===== src/rtl/urfd_pkg.sv =====
`default_nettype none

package urfd_pkg;

  // Frame geometry
  localparam int unsigned FRAME_BYTES = 20;
  localparam int unsigned TAIL_BYTES  = 4;
  // Frame bytes 1 to 15 travel to the back end; byte k sits at body index k-1
  localparam int unsigned BODY_BYTES  = 15;
  localparam int unsigned SUM_BYTES   = 14;
  localparam int unsigned CNT_W       = 5;
  localparam int unsigned CFG_IDX_W   = 4;
  localparam int unsigned CFG_DATA_W  = 32;

  // Register reset values
  localparam logic [7:0]  HEADER_RESET = 8'hFD;
  localparam logic [31:0] TAIL_RESET   = 32'h55AA33CC;

  // Body positions (frame byte minus one)
  localparam int unsigned POS_COMMAND  = 0;
  localparam int unsigned POS_STATUS   = 1;
  localparam int unsigned POS_FRONT    = 1;
  localparam int unsigned POS_BACK     = 9;
  localparam int unsigned POS_PARAM    = 13;
  localparam int unsigned POS_CHECKSUM = 14;

  // Configuration register indexes
  typedef enum logic [CFG_IDX_W-1:0] {
    CFG_EXPECTED_HEADER = 4'd0,
    CFG_TAIL_PATTERN    = 4'd1
  } cfg_idx_e;

  typedef logic [BODY_BYTES-1:0][7:0] body_t;

  // Queue status seen by both ends
  typedef struct packed {
    logic full;
    logic empty;
  } queue_stat_t;

endpackage

`default_nettype wire


===== src/rtl/urfd_queue.sv =====
`default_nettype none

module urfd_queue #(
  parameter int unsigned DEPTH = 2
) (
  input  wire                  clk_i,
  input  wire                  rst_ni,
  input  wire                  push_i,
  input  urfd_pkg::body_t      push_data_i,
  input  wire                  pop_i,
  output urfd_pkg::body_t      head_o,
  output urfd_pkg::queue_stat_t stat_o
);

  localparam int unsigned PTR_W = (DEPTH > 1) ? $clog2(DEPTH) : 1;
  localparam int unsigned CNT_W = $clog2(DEPTH + 1);
  localparam logic [PTR_W-1:0] LAST_PTR = PTR_W'(DEPTH - 1);
  localparam logic [CNT_W-1:0] FULL_CNT = CNT_W'(DEPTH);

  urfd_pkg::body_t  mem_q [DEPTH];
  logic [PTR_W-1:0] wr_ptr_q, wr_ptr_d;
  logic [PTR_W-1:0] rd_ptr_q, rd_ptr_d;
  logic [CNT_W-1:0] cnt_q, cnt_d;

  assign stat_o.full  = (cnt_q == FULL_CNT);
  assign stat_o.empty = (cnt_q == '0);
  assign head_o       = mem_q[rd_ptr_q];

  // Pointer and fill count update
  always_comb begin
    wr_ptr_d = wr_ptr_q;
    rd_ptr_d = rd_ptr_q;
    cnt_d    = cnt_q;
    if (push_i) begin
      wr_ptr_d = (wr_ptr_q == LAST_PTR) ? '0 : wr_ptr_q + 1'b1;
    end
    if (pop_i) begin
      rd_ptr_d = (rd_ptr_q == LAST_PTR) ? '0 : rd_ptr_q + 1'b1;
    end
    if (push_i && !pop_i) begin
      cnt_d = cnt_q + 1'b1;
    end else if (!push_i && pop_i) begin
      cnt_d = cnt_q - 1'b1;
    end
  end

  always_ff @(posedge clk_i or negedge rst_ni) begin
    if (!rst_ni) begin
      wr_ptr_q <= '0;
      rd_ptr_q <= '0;
      cnt_q    <= '0;
    end else begin
      wr_ptr_q <= wr_ptr_d;
      rd_ptr_q <= rd_ptr_d;
      cnt_q    <= cnt_d;
    end
  end

  // Storage, no reset
  always_ff @(posedge clk_i) begin
    if (push_i) begin
      mem_q[wr_ptr_q] <= push_data_i;
    end
  end

endmodule

`default_nettype wire


===== src/rtl/urfd_front.sv =====
`default_nettype none

module urfd_front (
  input  wire                               clk_i,
  input  wire                               rst_ni,
  // byte input
  input  wire                               rx_valid_i,
  output logic                              rx_ready_o,
  input  wire  [7:0]                        rx_byte_i,
  // configuration writes
  input  wire                               cfg_valid_i,
  output logic                              cfg_ready_o,
  input  wire  [urfd_pkg::CFG_IDX_W-1:0]    cfg_index_i,
  input  wire  [urfd_pkg::CFG_DATA_W-1:0]   cfg_data_i,
  // queue side
  input  urfd_pkg::queue_stat_t             q_stat_i,
  output logic                              push_o,
  output urfd_pkg::body_t                   push_data_o
);

  localparam int unsigned FB = urfd_pkg::FRAME_BYTES;
  localparam int unsigned TB = urfd_pkg::TAIL_BYTES;
  localparam logic [urfd_pkg::CNT_W-1:0] CNT_FULL = urfd_pkg::CNT_W'(FB);
  localparam logic [urfd_pkg::CNT_W-1:0] CNT_TAIL = urfd_pkg::CNT_W'(TB);

  logic [7:0]                 hdr_q;
  logic [31:0]                tail_q;
  logic [7:0]                 win_q [FB];
  logic [7:0]                 win_d [FB];
  logic [urfd_pkg::CNT_W-1:0] cnt_q, cnt_d, cnt_inc;
  logic                       rx_take;
  logic                       tail_hit;
  logic [31:0]                last4;

  assign cfg_ready_o = 1'b1;
  assign rx_ready_o  = !q_stat_i.full;
  assign rx_take     = rx_valid_i && rx_ready_o;

  // Configuration registers
  always_ff @(posedge clk_i or negedge rst_ni) begin
    if (!rst_ni) begin
      hdr_q  <= urfd_pkg::HEADER_RESET;
      tail_q <= urfd_pkg::TAIL_RESET;
    end else if (cfg_valid_i) begin
      if (cfg_index_i == urfd_pkg::CFG_EXPECTED_HEADER) begin
        hdr_q <= cfg_data_i[7:0];
      end else if (cfg_index_i == urfd_pkg::CFG_TAIL_PATTERN) begin
        tail_q <= cfg_data_i;
      end
    end
  end

  // Window after the shift: entry 0 oldest
  always_comb begin
    for (int i = 0; i < FB - 1; i++) begin
      win_d[i] = win_q[i+1];
    end
    win_d[FB-1] = rx_byte_i;
  end

  assign cnt_inc  = (cnt_q < CNT_FULL) ? cnt_q + 1'b1 : cnt_q;
  assign last4    = {win_d[FB-4], win_d[FB-3], win_d[FB-2], win_d[FB-1]};
  assign tail_hit = (cnt_inc >= CNT_TAIL) && (last4 == tail_q);

  // Boundary tracking and frame push
  always_comb begin
    cnt_d  = cnt_q;
    push_o = 1'b0;
    if (rx_take) begin
      cnt_d = cnt_inc;
      if (tail_hit) begin
        cnt_d  = '0;
        push_o = (cnt_inc == CNT_FULL) && (win_d[0] == hdr_q);
      end
    end
  end

  always_comb begin
    for (int k = 0; k < urfd_pkg::BODY_BYTES; k++) begin
      push_data_o[k] = win_d[k+1];
    end
  end

  always_ff @(posedge clk_i or negedge rst_ni) begin
    if (!rst_ni) begin
      cnt_q <= '0;
    end else begin
      cnt_q <= cnt_d;
    end
  end

  // Byte window, no reset needed: a frame only reads bytes since the boundary
  always_ff @(posedge clk_i) begin
    if (rx_take) begin
      win_q <= win_d;
    end
  end

endmodule

`default_nettype wire


===== src/rtl/urfd_back.sv =====
`default_nettype none

module urfd_back (
  input  wire                   clk_i,
  input  wire                   rst_ni,
  // queue side
  input  urfd_pkg::queue_stat_t q_stat_i,
  input  urfd_pkg::body_t       head_i,
  output logic                  pop_o,
  // result output
  output logic                  res_valid_o,
  input  wire                   res_ready_i,
  output logic [7:0]            command_code_o,
  output logic [7:0]            status_code_o,
  output logic [7:0]            param_status_o,
  output logic [63:0]           payload_front_o,
  output logic [31:0]           payload_back_o,
  output logic [7:0]            received_checksum_o,
  output logic                  checksum_ok_o
);

  localparam int unsigned PAIRS = urfd_pkg::SUM_BYTES / 2;

  logic       valid_q;
  logic [7:0] pair_sum [PAIRS];
  logic [7:0] sum;
  logic [7:0] cmd_q, sts_q, prm_q, rck_q;
  logic [63:0] pf_q;
  logic [31:0] pb_q;
  logic        ok_q;

  assign pop_o = !q_stat_i.empty && (!valid_q || res_ready_i);

  // Checksum of frame bytes 1..14: pair sums, then a short chain
  always_comb begin
    for (int j = 0; j < PAIRS; j++) begin
      pair_sum[j] = head_i[2*j] + head_i[2*j+1];
    end
    sum = '0;
    for (int j = 0; j < PAIRS; j++) begin
      sum = sum + pair_sum[j];
    end
  end

  always_ff @(posedge clk_i or negedge rst_ni) begin
    if (!rst_ni) begin
      valid_q <= 1'b0;
    end else if (pop_o) begin
      valid_q <= 1'b1;
    end else if (res_ready_i) begin
      valid_q <= 1'b0;
    end
  end

  // Result register
  always_ff @(posedge clk_i) begin
    if (pop_o) begin
      cmd_q <= head_i[urfd_pkg::POS_COMMAND];
      sts_q <= head_i[urfd_pkg::POS_STATUS];
      prm_q <= head_i[urfd_pkg::POS_PARAM];
      rck_q <= head_i[urfd_pkg::POS_CHECKSUM];
      for (int k = 0; k < 8; k++) begin
        pf_q[63-8*k -: 8] <= head_i[urfd_pkg::POS_FRONT + k];
      end
      for (int k = 0; k < 4; k++) begin
        pb_q[31-8*k -: 8] <= head_i[urfd_pkg::POS_BACK + k];
      end
      ok_q <= (sum == head_i[urfd_pkg::POS_CHECKSUM]);
    end
  end

  assign res_valid_o         = valid_q;
  assign command_code_o      = cmd_q;
  assign status_code_o       = sts_q;
  assign param_status_o      = prm_q;
  assign payload_front_o     = pf_q;
  assign payload_back_o      = pb_q;
  assign received_checksum_o = rck_q;
  assign checksum_ok_o       = ok_q;

endmodule

`default_nettype wire


===== src/rtl/uart_response_frame_deframer.sv =====
`default_nettype none

// Channel   Handshake                 Payload
// rx        rx_valid_i / rx_ready_o   rx_byte_i
// cfg       cfg_valid_i / cfg_ready_o cfg_index_i, cfg_data_i
// res       res_valid_o / res_ready_i command_code_o .. checksum_ok_o
//
// One byte per cycle while rx_ready_o is high; a frame result passes through the
// queue and then the result register after its last tail byte.
// rx_ready_o drops only while the frame queue (QUEUE_DEPTH entries) is full.
// Reset clears the boundary count, queue and result valid; registers load
// their defaults. cfg_ready_o is always high.
module uart_response_frame_deframer #(
  parameter int unsigned QUEUE_DEPTH = 2
) (
  input  wire                             clk_i,
  input  wire                             rst_ni,
  input  wire                             rx_valid_i,
  output logic                            rx_ready_o,
  input  wire  [7:0]                      rx_byte_i,
  input  wire                             cfg_valid_i,
  output logic                            cfg_ready_o,
  input  wire  [urfd_pkg::CFG_IDX_W-1:0]  cfg_index_i,
  input  wire  [urfd_pkg::CFG_DATA_W-1:0] cfg_data_i,
  output logic                            res_valid_o,
  input  wire                             res_ready_i,
  output logic [7:0]                      command_code_o,
  output logic [7:0]                      status_code_o,
  output logic [7:0]                      param_status_o,
  output logic [63:0]                     payload_front_o,
  output logic [31:0]                     payload_back_o,
  output logic [7:0]                      received_checksum_o,
  output logic                            checksum_ok_o
);

  urfd_pkg::queue_stat_t q_stat;
  urfd_pkg::body_t       push_data;
  urfd_pkg::body_t       head;
  logic                  push;
  logic                  pop;

  urfd_front u_front (
    .clk_i       (clk_i),
    .rst_ni      (rst_ni),
    .rx_valid_i  (rx_valid_i),
    .rx_ready_o  (rx_ready_o),
    .rx_byte_i   (rx_byte_i),
    .cfg_valid_i (cfg_valid_i),
    .cfg_ready_o (cfg_ready_o),
    .cfg_index_i (cfg_index_i),
    .cfg_data_i  (cfg_data_i),
    .q_stat_i    (q_stat),
    .push_o      (push),
    .push_data_o (push_data)
  );

  urfd_queue #(
    .DEPTH (QUEUE_DEPTH)
  ) u_queue (
    .clk_i       (clk_i),
    .rst_ni      (rst_ni),
    .push_i      (push),
    .push_data_i (push_data),
    .pop_i       (pop),
    .head_o      (head),
    .stat_o      (q_stat)
  );

  urfd_back u_back (
    .clk_i               (clk_i),
    .rst_ni              (rst_ni),
    .q_stat_i            (q_stat),
    .head_i              (head),
    .pop_o               (pop),
    .res_valid_o         (res_valid_o),
    .res_ready_i         (res_ready_i),
    .command_code_o      (command_code_o),
    .status_code_o       (status_code_o),
    .param_status_o      (param_status_o),
    .payload_front_o     (payload_front_o),
    .payload_back_o      (payload_back_o),
    .received_checksum_o (received_checksum_o),
    .checksum_ok_o       (checksum_ok_o)
  );

endmodule

`default_nettype wire


===== config.mk =====
export PLATFORM = sky130hd
export DESIGN_NAME = uart_response_frame_deframer
export DESIGN_NICKNAME = d
export VERILOG_FILES = /design/src/rtl/urfd_pkg.sv /design/src/rtl/urfd_queue.sv /design/src/rtl/urfd_front.sv /design/src/rtl/urfd_back.sv /design/src/rtl/uart_response_frame_deframer.sv
export SDC_FILE = /design/constraint.sdc
export NUM_CORES = 1
export LEC_CHECK = 0
export ABC_CLOCK_PERIOD_IN_PS = 20000
export BUFFER_PORTS_ARGS = -buffer_cell sky130_fd_sc_hd__clkbuf_2
export CORE_MARGIN = 2
export CORE_UTILIZATION = 60
export DETAILED_ROUTE_END_ITERATION = 16
export MAX_ROUTING_LAYER = met4
export PLACE_DENSITY = 0.77
export SLEW_MARGIN = 20
export SYNTH_ARGS = -nofsm -noshare
export SYNTH_HDL_FRONTEND = slang
export SYNTH_HIERARCHICAL = 1
export SYNTH_SLANG_ARGS = --single-unit

===== constraint.sdc =====
create_clock -name clk_i -period 20 [get_ports clk_i]
set_clock_uncertainty 0.05 [all_clocks]
set_input_delay 4 -clock clk_i [delete_from_list [all_inputs] [get_ports clk_i]]
set_output_delay 4 -clock clk_i [all_outputs]
set_load 0.05 [all_outputs]

# == Yosys cells after proc, flatten, opt, wreduce, memory -nomap -nowiden ==
# Memory sizes are Yosys's and may differ from the RTL's.
# Cells that the tools add are included.
# op_classes
reduce_logical,18
add_sub_neg,18
mux,12
n_eq_ne,6
order_cmp,2
n_bitwise,1
# ops
cell,count
adder 8 bit,13
== test 32 bit,1
== test 8 bit,2
two-way mux 5 bit,2
two-way mux 1 bit,8
logical AND 1 bit,6
"adder 5 x 1 -> 5 bit, second input constant",1
"== test 5 bit, second input constant",1
">= comparator 5 x 3 -> 1 bit, second input constant",1
zero test 1 bit,5
"< comparator 5 bit, second input constant",1
"== test 4 x 1 -> 1 bit, second input constant",1
zero test 4 bit,1
two-way mux 2 bit,2
nonzero test 2 bit,2
AND reduction 3 bit,1
"adder 1 bit, second input constant",2
"adder 2 x 1 -> 2 bit, second input constant",1
"== test 2 bit, second input constant",1
zero test 2 bit,1
AND reduction 2 bit,1
"subtractor 2 x 1 -> 2 bit, second input constant",1
logical OR 1 bit,1
NOT 1 bit,1
# totals
word_cells,91
input_bits,49
mem_bits_rw,240
n_memories,1
regBits,331
# mem_list
name,depth,word_bits,read_ports,rd_ports_with_merged_regs,write_ports,line,rtl
u_queue.mem_q,2,120,1,0,1,urfd_queue.sv:20,urfd_pkg::body_t mem_q [DEPTH];

# == Longest topological paths before layout ==
# Gate-level depths: netlist of run 1.
# logic_depth
word_depth,10
depth_mapped,22

# == Modules after synthesis ==
# Netlist of run 1, hierarchy kept.
# modules_own_cells
module,area_each_um2,instances,cells_each
urfd_queue,8868.5,1,389
urfd_front,7811.2,1,451
urfd_back,6130.9,1,353

# == Worst setup path before layout of run 1 ==
# No wires, ideal clock.
# synth_path
path_kind,input -> register
from,input rx_valid_i
to,"memory u_queue/mem_q[0][0] (netlist bit), enable pin"
slack_ps,4427
arrival_ps,14908
cell_stages,6
path_buffers,1
path_cell_list,nor2b_1 > clkbuf_1 > o31ai_1 > nor4_2 > and3_1 > nor2b_1
# synth_via
elab_chain_len,4
# synth_rtl
item,line,rtl
"start, declared",uart_response_frame_deframer.sv:18,"input wire rx_valid_i,"
logical AND 1 bit,urfd_front.sv:37,assign rx_take = rx_valid_i && rx_ready_o;
net u_front.rx_take,urfd_front.sv:31,logic rx_take;
two-way mux 1 bit,urfd_front.sv:69,if (rx_take) begin
net push,uart_response_frame_deframer.sv:39,logic push;
two-way mux 1 bit,urfd_queue.sv:61,if (push_i) begin
two-way mux 1 bit (implied by the code),urfd_queue.sv:62,mem_q[wr_ptr_q] <= push_data_i;
"end, declared",urfd_queue.sv:20,
# The timed path passes the listed nets, and every way through them passes these cells.

# == Worst setup path in the final report of run 1 ==
# layout_path
from,input rx_valid_i
to,"memory u_queue/mem_q[0][87] (netlist bit), enable pin"
# layout_via
elab_chain_len,4
# layout_rtl
item,line
logical AND 1 bit,urfd_front.sv:37
two-way mux 1 bit,urfd_front.sv:69
net push,uart_response_frame_deframer.sv:39
two-way mux 1 bit,urfd_queue.sv:61
two-way mux 1 bit (implied by the code),urfd_queue.sv:62
# The timed path passes the listed nets, and every way through them passes these cells.

==> metrics.md, run 1 <==
| Metric | Value |
|---|---|
| Status | complete, no violations |
| Drt total wl | roughly 36,000 µm |
| Final Cell Area | 0.02498 mm² |
| Final setup fails | 0 |
| Fill cells | 2,414 |
| Setup TNS | 0 ns |
| Hold-fix buffers, CTS | 0 |
| Minimum clock period | around 7.5 ns |
| Hold/Removal Path Class | reg2reg |
| Worst Path Arrival | 7.61 ns |
| DR pass1 iterations | 5 |
| CP Max Fanout | 160 |
| Yosys Warn Count | 6 |
| Post-route ant nets | 0 |
| Die Y | approximately 200 µm |
| Post-synth EDFFs | 513 |
| Period utilisation layout | 37.33% |
| Asr flop ratio synth | approximately 9% |
| Setup crit start kind | input pin |
| Clk sinks | 563 |
| Number of diodes | 0 |
| Via count | about 9,500 |
| CTS tree | yes |
| Residual DRC | 0 |
| Largest net degree at the start of global routing | around 160 |
| Primary FF master, synth | edfxtp_1 |
| HPWL Detailed | ~24,000 µm |
| Ports | 181 |
| Hold_sp | u_front/push_data_o[117] |
| Port bufs | 179 |
| R2R cell count | 20 |
| Cells after synthesis | 1,193 |
| Reg-to-reg setup timing slack | roughly 13 ns |
| RSZ-0062 raised after global routing | false |
| Vias in the first global route | 9,849 |
| Htree depth | 2 |
| GRT Total Usage | around a fifth |
| Register bit total from synthesis | 563 |
| Antenna violations before repair | 0 |
| Via density | 5.173 |
| Grt total ovfl | 0 |
| Clock Pin Slew Worst Setup and Hold Paths | 0.06 ns |
| Post-DP Area | 0.02335 mm² |
| Die Span X | 199.0 µm |
| Endpoints failing hold | 0 |
| Core outline area | around 0.038 mm² |
| Hold path cells | 0 |
| Post-route setup slack | 12.53 ns |
| Pre-CTS WS | approximately 12 ns |
| Initial core utilization | about three fifths |
| Setup bufs post-CTS | 0 |
| Area grow syn2layout | 9.489% |
| Routability-driven placement congestion ratio | 0.7638 |
| CP endpoint kind | register |
| Fmax | between 100 and 150 MHz |
| Register area share after synthesis | 73.14% |
| Mapped Area | around 0.023 mm² |
| CTS root buf | clkbuf_16 |
| Setup Crit Path Kind | in2reg |
| Die area | ~0.040 mm² |
| Worst slew margin | 34.59% |
| Worst reg2reg startpoint | u_queue/rd_ptr_q |
| Post-CTS Resized | 0 |
| Wirelength per Cell | 19.83 µm |
| Worst R2R End | u_back/checksum_ok_o |
| Worst Tran Pin Value | between 0.9 and 1 ns |
| Initial DRC count | 799 |
| Avg Synthesized Cell Area | 19.12 µm² |
| CTS max path bufs | 3 |
| Row cnt | 71 |
| Slew Limit Fails | 0 |
| CTS buffer count | 53 |
| Syn nets | 1,332 |
| Global-route wire length before repair | 55,590 µm |
| Number of library cell types mapped by synthesis | 45 |
| Hold endpoint | u_queue/mem_q[0][117] |
| Layout cells sized above 1 | 33.81% |
| Worst skew pair latency | 0.58 ns |
| WP data required | 20.14 ns |
| Nets | 1,430 |
| Hold_ws | 0.4150 ns |
| Max-cap violations | 0 |
==> through the flow <==
stage          instances  utilization, %
2_1_floorplan       1193               -
3_3_place_gp        1747           62.15
6_report            1839           66.46
3_5_place_dp        1747           62.15
5_1_grt             1839           66.46
4_1_cts             1839           66.46
==> Yosys cell counts (9+ instances only) <==
master	number	area share, %
dfstp_2	23	2.6
dfrtp_1	27	3.0
xnor2_1	36	1.4
nor4_2	9	0.49
mux2_1	11	0.54
mux2_2	149	7.4
inv_1	86	1.4
buf_4	130	4.3
edfxtp_1	513	68
ha_1	16	0.88
buf_6	9	0.44
fa_1	74	6.5
xor2_1	43	1.7
==> critical path, stage by stage <==
cell	delay, ns
clkbuf_2	0.08
nor2b_4	0.14
buf_12	0.60
o31ai_1	0.21
nor4_2	0.37
and3_1	0.33
nor2b_4	0.17
buf_4	0.57
buf_4	0.87
==> cells in the final DEF (no fill, tap or decap), types with 2 or more instances in the layout <==
cell / n
a21oi_1: 5
buf_4: 9
bufinv_16: 3
clkbuf_1: 11
clkbuf_16: 55
clkbuf_2: 179
clkinv_1: 10
clkinv_2: 10
dfrtp_1: 26
dfstp_2: 23
edfxtp_1: 513
fa_1: 74
ha_1: 16
inv_1: 86
mux2_1: 11
mux2_2: 149
nand2_1: 6
nand4_1: 4
nor2_1: 5
nor2b_1: 4
nor2b_4: 2
nor3_1: 2
nor4_1: 2
nor4_2: 9
o21ai_0: 4
o31ai_1: 2
xnor2_1: 36
xnor3_1: 2
xor2_1: 43
==> logic make-up after synthesis <==
| kind of cell | count (synthesis) | synth area share [%] |
|---|---|---|
| and+or+nand+nor | 44 | 1.399 |
| DFF | 563 | 73.14 |
| other | 1 | 0.01644 |
| xor gates and xnor gates | 82 | 3.302 |
| AOI/OAI and AO/OA | 21 | 0.5815 |
| adders and majority gates | 90 | 7.372 |
| muxes | 160 | 7.899 |
| buffers and inverters | 232 | 6.286 |
==> worst max path at each step <==
stage,end,slack [ns],startpoint
floorplan,u_queue/mem_q[0][0],4.43,rx_valid_i
global placement,u_queue/mem_q[0][88],12.03,rx_valid_i
detailed placement,u_queue/mem_q[0][79],11.94,rx_valid_i
CTS,u_back/checksum_ok_o,12.59,u_queue/rd_ptr_q
global route,u_back/checksum_ok_o,12.28,u_queue/rd_ptr_q
finish,u_queue/mem_q[0][87],12.53,rx_valid_i
==> state kept, by name, indices dropped and copies added, names as in the netlist, 24 cells and up <==
| name | count |
|---|---|
| u_front/push_data_o | 120 |
| u_front/last4 | 24 |
| u_back/payload_front_o | 56 |
| u_front/tail_q | 32 |
| u_back/payload_back_o | 32 |
| u_queue/mem_q | 240 |
==> layer usage <==
metal	wire, µm	vias up	global-route usage, %
met5	0	-	-
met4	665	0	5.500
met3	1892	47	3.577
met2	18360	256	31.57
met1	15550	4835	26.28
li1	-	4376	-
==> cell type report <==
| class | instances | area [µm²] | area share [%] |
|---|---|---|---|
| Sequential cell | 563 | 16690 | 66.82 |
| Multi-Input combinational cell | 398 | 4721 | 18.90 |
| Clock buffer | 66 | 1418 | 5.676 |
| Timing Repair Buffer | 189 | 983.4 | 3.938 |
| Tap cell | 511 | 639.4 | 2.560 |
| Inverter | 86 | 322.8 | 1.293 |
| Clock inverter | 26 | 202.7 | 0.8116 |
Power of run 1 is left out: the tool's default activity adds up to more than one toggle a clock period on the data nets, which glitch-free logic cannot reach.
==> run 2: changes to the inputs <==
--- a/config.mk
+++ b/config.mk
@@ -5,7 +5,8 @@
 export SDC_FILE = /design/constraint.sdc
 export NUM_CORES = 1
 export LEC_CHECK = 0
-export ABC_CLOCK_PERIOD_IN_PS = 20000
+export ABC_AREA = 1
+export ABC_CLOCK_PERIOD_IN_PS = 7500
 export BUFFER_PORTS_ARGS = -buffer_cell sky130_fd_sc_hd__clkbuf_2
 export CORE_MARGIN = 2
 export CORE_UTILIZATION = 60
==> constraint.sdc (replaced) <==
create_clock -name clk_i -period 7.5 [get_ports clk_i]
set_clock_uncertainty 0.05 [all_clocks]
set_input_delay 1.5 -clock clk_i [delete_from_list [all_inputs] [get_ports clk_i]]
set_output_delay 1.5 -clock clk_i [all_outputs]
set_load 0.05 [all_outputs]
==> run 2 against run 1 <==
  * Synthesized area is 1.4% higher
  * Register-to-register slack got worse by 12 ns
  * Routed wire length increased by 5.6%
==> metrics.md, run 2 <==
| Metric | Value |
|---|---|
| Number of library cell types mapped by synthesis | 34 (was 45) |
| Register bit total from synthesis | 563 (unchanged) |
| CP Max Fanout | 44 (was 160) |
| Drt total wl | 38,500 µm (was 36,470 µm) |
| Hold-fix buffers, CTS | 0 (unchanged) |
| Syn nets | 1,524 (was 1,332) |
| Largest area contributor in the netlist | edfxtp_1 (unchanged) |
| Minimum clock period | 6.569 ns |
| Routability-driven placement congestion ratio | 0.8062 (was 0.7638) |
| Setup Crit Path Kind | reg2reg (was in2reg) |
| Setup crit start kind | register (was input pin) |
| Mapped Area | 0.02313 mm² (was 0.02281 mm²) |
| RSZ-0062 raised after global routing | false (unchanged) |
| Clk sinks | 563 (unchanged) |
| DR pass1 iterations | 5 (unchanged) |
| Vias in the first global route | 10,790 (was 9,849) |
| Core outline area | 0.03784 mm² (was 0.03758 mm²) |
| Wirelength per Cell | 18.93 µm (was 19.83 µm) |
| Crit-path most repeated cell | fa_1 |
| Row cnt | 71 (unchanged) |
| CTS root buf | clkbuf_16 (unchanged) |
| Final setup fails | 0 (unchanged) |
| Nets | 1,621 (was 1,430) |
| Worst Path Arrival | 6.93 ns (was 7.61 ns) |
| Fmax | between 150 and 200 MHz |
| Antenna violations before repair | 1 (was 0) |
| Die Y | 200.3 µm (was 199.0 µm) |
| Avg Synthesized Cell Area | 16.70 µm² (was 19.12 µm²) |
| Util after Layout | 66.79% (was 66.46%) |
| GRT Total Usage | 20.36% (was 19.67%) |
| Count leader, synth | edfxtp_1 (unchanged) |
| Port bufs | 179 (unchanged) |
| Via count | 10,410 (was 9,514) |
| Number of diodes | 0 (unchanged) |
| Yosys Warn Count | 6 (unchanged) |
| CP endpoint kind | register (unchanged) |
| Post-route ant nets | 0 (unchanged) |
| Hold/Removal Path Class | reg2reg (unchanged) |
| Ports | 181 (unchanged) |
| Placed insts | 1,939 (was 1,747) |
| Post-CTS Resized | 0 (unchanged) |
| Via density | 5.119 (was 5.173) |
| Biggest register | u_queue/mem_q (unchanged) |
| Final std cells w/o fill | 2,034 (was 1,839) |
| Slew Limit Fails | 0 (unchanged) |
| Clock Pin Slew Worst Setup and Hold Paths | 0.06 ns (about the same) |
| CTS tree | yes (unchanged) |
| Cells after synthesis | 1,385 (was 1,193) |
| Status | complete, no violations (unchanged) |
| Top post-synthesis cells by area | edfxtp_1 (67%), fa_1 (6.4%), mux2_2 (5.8%) (was edfxtp_1 (68%), mux2_2 (7.4%), fa_1 (6.5%)) |
| Worst skew pair latency | 0.57 ns (was 0.58 ns) |
| Worst slew margin | 36.55% (was 34.59%) |
| Max reg flops | 240 (unchanged) |
| CTS max path bufs | 3 (unchanged) |
| Initial DRC count | 707 (was 799) |
| Worst Tran Pin Value | 0.9518 ns (was 0.9812 ns) |
| Period utilisation layout | 87.59% |
| Most frequent cells in the layout | edfxtp_1 (513), clkbuf_2 (179), inv_1 (136), nand2_1 (136), mux2_2 (120) (was edfxtp_1 (513), clkbuf_2 (179), mux2_2 (149)) |
| Primary FF master, synth | edfxtp_1 (unchanged) |
| Endpoints failing hold | 0 (unchanged) |
| Crit-path cells | buf_4, mux2_2, inv_1, fa_1, fa_1, fa_1, fa_1, fa_1, inv_1, fa_1, ha_1, xnor2_1, xor2_1, nor3_1, nand3_1, nor3_1, nand2_1, nor2_1 (was clkbuf_2, nor2b_4, buf_12, o31ai_1, nor4_2, and3_1, nor2b_4, buf_4, buf_4) |
| Layout cells sized above 1 | 28.50% (was 33.81%) |
| Grt total ovfl | 0 (unchanged) |
| Largest net degree at the start of global routing | 121 (was 161) |
| Setup bufs post-CTS | 0 (unchanged) |
| Slowest Stage Delay on Critical Path | 0.82 ns (was 0.87 ns) |
| HPWL Detailed | 25,420 µm (was 24,100 µm) |
| Initial core utilization | 61.12% (was 60.70%) |
| Residual DRC | 0 (unchanged) |
| Post-synth EDFFs | 513 (unchanged) |
| Area grow syn2layout | 9.271% (was 9.489%) |
| Area share of the largest cell type after synthesis | 66.60% (was 67.53%) |
| WP data required | 7.86 ns (was 20.14 ns) |
| Die area | 0.04014 mm² (was 0.03959 mm²) |
| Htree depth | 2 (unchanged) |
| Max-cap violations | 0 (unchanged) |
| Setup TNS | 0 ns (unchanged) |
| Asr flop ratio synth | 8.881% (unchanged) |
| Global-route wire length before repair | 60,340 µm (was 55,590 µm) |
| Crit path max-delay cell type | dfrtp_4 (was buf_4) |
| Post-synth top cells | edfxtp_1 (513), inv_1 (138), nand2_1 (136) (was edfxtp_1 (513), mux2_2 (149), buf_4 (130)) |
| Die Span X | 200.3 µm (was 199.0 µm) |
| Commonest non-fill, non-tap cell in the layout | edfxtp_1 (unchanged) |
| CTS buffer count | 52 (was 53) |
| Register area share after synthesis | 72.13% (was 73.14%) |
[run 2: changes by cell type after synthesis, sizes merged, moves of 12 or more]
cell   previous run  this run
inv              86       149
mux2            160       136
nand3             1        15
o21ai             5        21
nor2              5        40
nor4             12         0
xor2             43        12
nand2             7       142
[run 2: layer usage]
metal | GRT usage [%] | vias to the layer above | routed length (µm)
met2 | 32.34 | 291 | 19090
met4 | 7.063 | 0 | 1041
li1 | - | 4858 | -
met3 | 3.791 | 73 | 2118
met5 | - | - | 0
met1 | 26.82 | 5191 | 16250
[run 2: final cells by class]
type	count	area, µm²
clock inverter	34	222.7
fill	2517	12570
sequential	563	16690
inverter	149	566.8
multi-input combinational	525	4791
clock buffer	61	1356
tap	511	639.4
timing repair buffer	191	1011
[run 2: worst max-delay path, delay by kind of cell (launching register included)]
family,cells,cell delay [ns]
xor+xnor,2,0.36
buf+inv,3,0.61
flops,1,0.82
fa+ha+maj,7,3.33
simple gates,5,0.81
mux,1,0.43
[run 2: stage by stage]
step / hold slack (ns) / cell area (µm²) / worst slack, ns
2_1_floorplan: 0.3777 / 23140 / 1.440
3_5_place_dp: 0.4045 / 23700 / 0.9344
5_1_grt: 0.4372 / 25280 / 0.5728
4_1_cts: 0.4202 / 25280 / 0.8408
6_report: 0.4182 / 25280 / 0.9306
3_3_place_gp: 0.3936 / 23700 / 0.9849
[run 2: cell families after synthesis]
logic type	count (synthesis)	synth area share [%]
AO/OA/AOI/OAI	39	0.8764
XOR/XNOR	54	2.045
adder cells (fa/ha/maj)	90	7.270
buffers and inverters	297	7.259
flip-flops	563	72.13
multiplexers	136	6.621
other	1	0.01621
AND/OR/NAND/NOR	205	3.781
[run 2: worst paths after layout]
kind / start / slack (ns) / depth (start not counted) / to
min reg2reg: u_front/push_data_o[80] / 0.42 / 0 / u_queue/mem_q[1][80]
min in group asynchronous: rst_ni / 0.99 / 2 / u_front/tail_q[14]
max in group asynchronous: rst_ni / 5.90 / 2 / u_queue/rd_ptr_q
max reg2reg: u_queue/rd_ptr_q / 0.93 / 18 / u_back/checksum_ok_o
max: u_queue/rd_ptr_q / 0.93 / 18 / u_back/checksum_ok_o
min: u_front/push_data_o[80] / 0.42 / 0 / u_queue/mem_q[1][80]
Power of run 2 is left out for the same reason.
